`config.mk`:
```
export PLATFORM = sky130hd
export DESIGN_NAME = rgb_to_hsl_converter_unit
export DESIGN_NICKNAME = d
export VERILOG_FILES = /design/src/rtl/rgbhsl_pkg.sv /design/src/rtl/rgb_to_hsl_converter_unit.sv /design/src/rtl/rgbhsl_divider.sv
export SDC_FILE = /design/constraint.sdc
export NUM_CORES = 2
export LEC_CHECK = 0
export ABC_AREA = 1
export BUFFER_PORTS_ARGS = -buffer_cell sky130_fd_sc_hd__buf_2
export CAP_MARGIN = 20
export CORE_ASPECT_RATIO = 0.75
export CORE_MARGIN = 4
export CORE_UTILIZATION = 40
export DETAILED_ROUTE_END_ITERATION = 7
export GPL_TIMING_DRIVEN = 0
export HOLD_SLACK_MARGIN = 0.06
export PLACE_DENSITY = 0.53
export RECOVER_POWER = 25
export SETUP_SLACK_MARGIN = 0.5
export SYNTH_ARGS = -nofsm -noshare
export SYNTH_HDL_FRONTEND = slang
export SYNTH_HIERARCHICAL = 1
export SYNTH_SLANG_ARGS = --single-unit
```
`constraint.sdc`:
```
create_clock -name clk_i -period 59 [get_ports clk_i]
set_clock_uncertainty 0.2 [all_clocks]
set_input_delay 11.8 -clock clk_i [delete_from_list [all_inputs] [get_ports clk_i]]
set_output_delay 11.8 -clock clk_i [all_outputs]
set_load 0.005 [all_outputs]
```
`src/rtl/rgbhsl_pkg.sv`:
```
// ----------------------------------------------------------------------------
// rgbhsl_pkg
// Shared types and widths for the RGB to HSL converter.
// ----------------------------------------------------------------------------
`timescale 1ns / 1ps
`default_nettype none

package rgbhsl_pkg;

  localparam int unsigned COMP_W    = 8;   // one color component
  localparam int unsigned FRAC_W    = 16;  // hue, saturation, lightness
  localparam int unsigned HUE_DIV_W = 11;  // 6 * delta, up to 1530
  localparam int unsigned SAT_DIV_W = 8;   // saturation denominator, up to 255

  typedef struct packed {
    logic [COMP_W-1:0] red;
    logic [COMP_W-1:0] green;
    logic [COMP_W-1:0] blue;
  } pix_in_t;

  typedef struct packed {
    logic [FRAC_W-1:0] hue;
    logic [FRAC_W-1:0] saturation;
    logic [FRAC_W-1:0] lightness;
  } pix_out_t;

  typedef enum logic [1:0] {
    SEL_RED,
    SEL_GREEN,
    SEL_BLUE
  } max_sel_e;

endpackage

`default_nettype wire

```
`src/rtl/rgb_to_hsl_converter_unit.sv`:
```
// ----------------------------------------------------------------------------
// rgb_to_hsl_converter_unit
// Converts one RGB pixel to hue, saturation and lightness fractions.
// ----------------------------------------------------------------------------
// pipeline: 2 front stages (a, b) then 16 divider stages, one quotient bit
//   per stage in each divider
// throughput: one pixel per cycle; a stall at the output freezes the pipeline
//   and a one-entry skid register absorbs the beat in flight at the input
// reset: asynchronous, clears all valid bits and the skid entry; no data state
`timescale 1ns / 1ps
`default_nettype none

module rgb_to_hsl_converter_unit
  import rgbhsl_pkg::*;
(
  input  wire logic     clk_i,
  input  wire logic     rst_ni,
  input  wire logic     valid_i,
  output logic          stall_o,
  input  wire pix_in_t  pix_i,
  output logic          valid_o,
  input  wire logic     stall_i,
  output pix_out_t      pix_o
);

  localparam int unsigned NUM_W = HUE_DIV_W + 1;  // signed hue numerator

  logic    en;
  logic    skid_vld_q;
  pix_in_t skid_q;
  pix_in_t src;
  logic    src_vld;

  // stage a
  logic                a_vld_q;
  logic [COMP_W-1:0]   a_d_q;
  logic [COMP_W:0]     a_t_q;
  max_sel_e            a_sel_q;
  logic [COMP_W:0]     a_diff_q;
  logic [COMP_W-1:0]   mx, mn;
  max_sel_e            sel;
  logic [COMP_W:0]     diff;

  // stage b
  logic                 b_vld_q;
  logic [HUE_DIV_W-1:0] b_hue_num_q, b_hue_div_q;
  logic [SAT_DIV_W-1:0] b_sat_hi_q, b_sat_div_q;
  logic [FRAC_W-1:0]    b_sat_lo_q, b_lig_q;
  logic [HUE_DIV_W-1:0] den6, base;
  logic [NUM_W-1:0]     n_raw, n_fix;
  logic [COMP_W:0]     t_far;
  logic [SAT_DIV_W-1:0] sat_den;
  logic [FRAC_W-1:0]    lig;

  logic              vld_q [FRAC_W];
  logic [FRAC_W-1:0] lig_q [FRAC_W];
  logic [FRAC_W-1:0] hue_quo, sat_quo;

  assign en      = !(valid_o && stall_i);
  assign stall_o = skid_vld_q;
  assign src     = skid_vld_q ? skid_q : pix_i;
  assign src_vld = skid_vld_q || valid_i;

  // skid entry catches a beat taken while the pipeline is frozen
  always_ff @(posedge clk_i or negedge rst_ni) begin
    if (!rst_ni) begin
      skid_vld_q <= 1'b0;
    end else if (en) begin
      skid_vld_q <= 1'b0;
    end else if (valid_i && !skid_vld_q) begin
      skid_vld_q <= 1'b1;
    end
  end

  always_ff @(posedge clk_i) begin
    if (!en && valid_i && !skid_vld_q) begin
      skid_q <= pix_i;
    end
  end

  // max, min and the signed difference that feeds the hue
  always_comb begin
    mx = src.red;
    mn = src.red;
    if (src.green > mx) mx = src.green;
    if (src.green < mn) mn = src.green;
    if (src.blue > mx) mx = src.blue;
    if (src.blue < mn) mn = src.blue;
    if (src.red == mx) begin
      sel  = SEL_RED;
      diff = {1'b0, src.green} - {1'b0, src.blue};
    end else if (src.green == mx) begin
      sel  = SEL_GREEN;
      diff = {1'b0, src.blue} - {1'b0, src.red};
    end else begin
      sel  = SEL_BLUE;
      diff = {1'b0, src.red} - {1'b0, src.green};
    end
  end

  always_ff @(posedge clk_i or negedge rst_ni) begin
    if (!rst_ni) begin
      a_vld_q <= 1'b0;
    end else if (en) begin
      a_vld_q <= src_vld;
    end
  end

  always_ff @(posedge clk_i) begin
    if (en) begin
      a_d_q    <= mx - mn;
      a_t_q    <= {1'b0, mx} + {1'b0, mn};
      a_sel_q  <= sel;
      a_diff_q <= diff;
    end
  end

  // numerators and denominators for both dividers
  always_comb begin
    den6 = {1'b0, a_d_q, 2'b00} + {2'b00, a_d_q, 1'b0};
    case (a_sel_q)
      SEL_GREEN: base = {2'b00, a_d_q, 1'b0};
      SEL_BLUE:  base = {1'b0, a_d_q, 2'b00};
      default:   base = '0;
    endcase
    n_raw = {1'b0, base} + {{(NUM_W-COMP_W-1){a_diff_q[COMP_W]}}, a_diff_q};
    n_fix = n_raw[NUM_W-1] ? (n_raw + {1'b0, den6}) : n_raw;
    t_far = 9'd510 - a_t_q;
    sat_den = (a_t_q < 9'd255) ? a_t_q[COMP_W-1:0] : t_far[COMP_W-1:0];
    // t * 65535 / 510 is exactly 128 t + t / 2
    lig = {a_t_q, 7'b0} + {8'b0, a_t_q[COMP_W:1]};
  end

  always_ff @(posedge clk_i or negedge rst_ni) begin
    if (!rst_ni) begin
      b_vld_q <= 1'b0;
    end else if (en) begin
      b_vld_q <= a_vld_q;
    end
  end

  always_ff @(posedge clk_i) begin
    if (en) begin
      b_lig_q <= lig;
      if (a_d_q == '0) begin
        // gray: zero numerators over a unit divisor give zero
        b_hue_num_q <= '0;
        b_hue_div_q <= HUE_DIV_W'(1);
        b_sat_hi_q  <= '0;
        b_sat_lo_q  <= '0;
        b_sat_div_q <= SAT_DIV_W'(1);
      end else begin
        b_hue_num_q <= n_fix[HUE_DIV_W-1:0];
        b_hue_div_q <= den6;
        // d * 65535 split as (d - 1) * 65536 + (65536 - d)
        b_sat_hi_q  <= a_d_q - COMP_W'(1);
        b_sat_lo_q  <= FRAC_W'(0) - {8'b0, a_d_q};
        b_sat_div_q <= sat_den;
      end
    end
  end

  rgbhsl_divider #(
    .DIV_W (HUE_DIV_W),
    .QUO_W (FRAC_W)
  ) u_hue_div (
    .clk_i (clk_i),
    .en_i  (en),
    .rem_i (b_hue_num_q),
    .low_i ('0),
    .div_i (b_hue_div_q),
    .quo_o (hue_quo)
  );

  rgbhsl_divider #(
    .DIV_W (SAT_DIV_W),
    .QUO_W (FRAC_W)
  ) u_sat_div (
    .clk_i (clk_i),
    .en_i  (en),
    .rem_i (b_sat_hi_q),
    .low_i (b_sat_lo_q),
    .div_i (b_sat_div_q),
    .quo_o (sat_quo)
  );

  // valid and lightness ride alongside the divider stages
  for (genvar k = 0; k < FRAC_W; k++) begin : g_side
    if (k == 0) begin : g_first
      always_ff @(posedge clk_i or negedge rst_ni) begin
        if (!rst_ni) begin
          vld_q[k] <= 1'b0;
        end else if (en) begin
          vld_q[k] <= b_vld_q;
        end
      end
      always_ff @(posedge clk_i) begin
        if (en) begin
          lig_q[k] <= b_lig_q;
        end
      end
    end else begin : g_next
      always_ff @(posedge clk_i or negedge rst_ni) begin
        if (!rst_ni) begin
          vld_q[k] <= 1'b0;
        end else if (en) begin
          vld_q[k] <= vld_q[k-1];
        end
      end
      always_ff @(posedge clk_i) begin
        if (en) begin
          lig_q[k] <= lig_q[k-1];
        end
      end
    end
  end

  assign valid_o          = vld_q[FRAC_W-1];
  assign pix_o.hue        = hue_quo;
  assign pix_o.saturation = sat_quo;
  assign pix_o.lightness  = lig_q[FRAC_W-1];

endmodule

`default_nettype wire

```
`src/rtl/rgbhsl_divider.sv`:
```
// ----------------------------------------------------------------------------
// rgbhsl_divider
// Pipelined restoring divider, one quotient bit per register stage.
// ----------------------------------------------------------------------------
`timescale 1ns / 1ps
`default_nettype none

module rgbhsl_divider
  import rgbhsl_pkg::*;
#(
  parameter int unsigned DIV_W = SAT_DIV_W,
  parameter int unsigned QUO_W = FRAC_W
) (
  input  wire logic             clk_i,
  input  wire logic             en_i,
  input  wire logic [DIV_W-1:0] rem_i,  // high dividend part, below the divisor
  input  wire logic [QUO_W-1:0] low_i,  // low dividend bits, shifted in msb first
  input  wire logic [DIV_W-1:0] div_i,
  output logic      [QUO_W-1:0] quo_o
);

  logic [DIV_W-1:0] rem_q [QUO_W];
  logic [QUO_W-1:0] low_q [QUO_W];
  logic [DIV_W-1:0] div_q [QUO_W];
  logic [QUO_W-1:0] quo_q [QUO_W];

  for (genvar k = 0; k < QUO_W; k++) begin : g_stage
    logic [DIV_W-1:0] p_rem;
    logic [QUO_W-1:0] p_low;
    logic [DIV_W-1:0] p_div;
    logic [QUO_W-1:0] p_quo;
    logic [DIV_W:0]   trial;
    logic [DIV_W:0]   diff;
    logic             ge;

    if (k == 0) begin : g_first
      assign p_rem = rem_i;
      assign p_low = low_i;
      assign p_div = div_i;
      assign p_quo = '0;
    end else begin : g_next
      assign p_rem = rem_q[k-1];
      assign p_low = low_q[k-1];
      assign p_div = div_q[k-1];
      assign p_quo = quo_q[k-1];
    end

    always_comb begin
      trial = {p_rem, p_low[QUO_W-1]};
      diff  = trial - {1'b0, p_div};
      ge    = (trial >= {1'b0, p_div});
    end

    always_ff @(posedge clk_i) begin
      if (en_i) begin
        rem_q[k] <= ge ? diff[DIV_W-1:0] : trial[DIV_W-1:0];
        low_q[k] <= {p_low[QUO_W-2:0], 1'b0};
        div_q[k] <= p_div;
        quo_q[k] <= {p_quo[QUO_W-2:0], ge};
      end
    end
  end

  assign quo_o = quo_q[QUO_W-1];

endmodule

`default_nettype wire

```
==> results.txt <==
Critical path type: input port to register
Drt pass-1 iters: 5
CP required: 59.33 ns
Clock Pin Slew Worst Setup and Hold Paths: 0.06 ns
Final period utilization: 29.3%
Final TNS setup: 0 ns
Share of post-route cells with drive strength above 1: 11.6%
Final setup viols: 0
CP Data Arrival Time: 17.64 ns
TritonCTS clock tree: done
Vias in the first global route: 44000
Via density: 4.76
Chip Height: 378 um
Xor and xnor area share after synthesis: 1.73%
Final net count: 7397
Initial DRC count: 3042
Max cap viols: 0
Number of synthesized flops with an enable pin: 1450
Worst-margin pin slew: 1.01 ns
First-pass GRT wire length: 233000 um
Simple-gate portion of the synthesized area: 20.5%
Total number of yosys warnings: 6
Layout area overhead: 12.4%
CP Capture Type: register
Commonest non-fill, non-tap cell in the layout: nand2_1
Unrepaired setup endpoints after global routing: false
Total gr overflow: 0
H-tree levels: 4
Worst hold path type: register to register
Root buffer cell: clkbuf_16
Primary FF master, synth: edfxtp_1
DIE WIDTH: 501 um
Number of placement rows: 135
Sequential share of the synthesized area: 60.3%
Wire per inst: 15.1 um
Outcome: finished, final reports clean
Area of the die: 190000 um^2
Postcts setup bufs: 0
Post-CTS Resized: 0
Async S/R FF share, synth: 1.29%
Yosys cell types: 55
Compound-cell area share of the yosys netlist: 2.90%
Syn Area/Cell: 10.9 um^2
Adder-Cell Fraction of Synth Area: 7.90%
Fin. max-slew vios: 0
Max Freq: 0.0578 GHz
Yosys reg bits: 1469
Cell Area, Synth: 73000 um^2
Num CTS Buffers: 155
Routability cong.: 0.875
Worst-case clock buffer depth: 3
Core Area: 181000 um^2
Post-route antenna net violation count: 0
Initial antenna violation count: 3
Hold Vio Cnt, Final: 0
Multiplexer share of the synthesized area: 0.231%
Largest family of logic cells by synthesized area: simple AND/OR/NAND/NOR gates
Routed WL: 143000 um
Post-Syn Instances: 6671
Worst-Skew Late Latency: 0.79 ns
Nature of the critical path startpoint: input port
I/O pin count: 78
Slew Limit Headroom: 32.4%
Most frequent cells in the layout: nand2_1 (1734), edfxtp_1 (1450), inv_1 (1039)
Vias: 45000
Post-route minimum period: 17.31 ns
PortBufs: 77
Post-route DRC: 0
Largest net degree at the start of global routing: 192
GRT Overall Usage: 15.1%
Num Clock Sinks: 1469
Hold-fix buffers, CTS: 0
DP HPWL: 102000 um
Top fanout value on the critical path: 10
Initial Util: 40.3%
-- stage by stage --
step | util, % | hold slack, ns | std cells | setup slack (ns) | instance area [um^2]
2_1_floorplan | - | 0.200 | 6686 | 18.45 | 73100
3_3_place_gp | 42.2 | 0.200 | 9160 | 2.00 | 76500
3_5_place_dp | 42.4 | 0.205 | 9171 | 41.01 | 76800
4_1_cts | 45.3 | 0.185 | 9455 | 41.88 | 82100
5_1_grt | 45.3 | 0.194 | 9456 | 40.95 | 82100
6_report | 45.3 | 0.183 | 9456 | 41.69 | 82100
-- Yosys cell counts, types with 38 or more instances --
cell type	number	share of area (%)
nand3_1	411	2.8
inv_2	38	0.20
nand4_1	179	1.5
nand2_1	1734	8.9
inv_1	1039	5.3
nand2_2	92	0.79
o21ai_1	39	0.27
o21ai_0	70	0.48
ha_1	400	6.9
nor2_1	275	1.4
nor2_2	48	0.41
a21oi_1	189	1.3
edfxtp_1	1450	60
xnor2_1	45	0.54
nand3b_1	68	0.70
nand3_2	110	1.5
fa_1	38	1.0
xor2_1	99	1.2
-- worst paths after layout --
check | startpoint | end | slack, ns | cells after the start
max in group asynchronous | rst_ni | vld_q[6] | 47.52 | 1
setup / recovery | pix_i[21] | a_d_q[7] | 41.69 | 28
min in group asynchronous | rst_ni | stall_o | 10.74 | 1
setup reg to reg | stall_o | a_d_q[7] | 51.97 | 30
hold reg to reg | u_sat_div/quo_q[1][42] | u_sat_div/quo_q[1][59] | 0.18 | 0
hold / removal | u_sat_div/quo_q[1][42] | u_sat_div/quo_q[1][59] | 0.18 | 0
-- kinds of logic after synthesis --
family	after synthesis
simple gates	3083
fa+ha+maj	438
buf+inv	1150
other cells	1
flops	1469
compound gates	371
mux	15
xor+xnor	144
-- sequential cells by signal (all words and copies together), names as in the netlist, 16 cells and up --
| signal | cells |
|---|---|
| b_lig_q | 16 |
| u_hue_div/low_q | 120 |
| u_sat_div/quo_q | 136 |
| skid_q | 24 |
| u_hue_div/div_q | 165 |
| u_sat_div/rem_q | 120 |
| u_sat_div/div_q | 120 |
| u_hue_div/rem_q | 165 |
| u_sat_div/low_q | 120 |
| lig_q | 256 |
| u_hue_div/quo_q | 136 |
-- critical path, cell delays in order --
cell and delay, ns:
buf_2 0.11, o21ai_1 0.31, inv_1 0.17, ha_1 0.39, nand2_1 0.13, nor2_4 0.17
nand3_2 0.13, nand3_2 0.13, nand2_2 0.13, clkbuf_1 0.26, o21ai_0 0.47, inv_1 0.13
ha_1 0.31, a21oi_1 0.15, nor2_1 0.05, a211oi_1 0.57, nand2_1 0.29, buf_2 0.26
nand2_1 0.07, nand2_1 0.07, ha_1 0.36, o31ai_1 0.41, a21oi_1 0.14, o21bai_1 0.23
a21oi_1 0.10, nor2_1 0.09, nor2_1 0.05, xor2_1 0.16
-- cell type report --
type	instances	area (um^2)
Timing Repair Buffer	88	659
Sequential cell	1469	44000
Clock buffer	184	4010
Fill cell	16700	99000
Tap cell	2397	3000
Buffer	71	702
Inverter	1079	4050
Clock inverter	100	1310
Multi-Input combinational cell	4067	24300
Antenna cell	1	2.50
-- routing by layer --
layer / part of all wire, % / global-route usage (%)
met5: 0 / 0
met4: 2.0 / 3.69
met3: 4.5 / 2.83
met2: 42 / 22.3
met1: 52 / 23.0
Power is not shown: default switching activity piles up to over one toggle a cycle in this logic, so the estimate is an artifact.
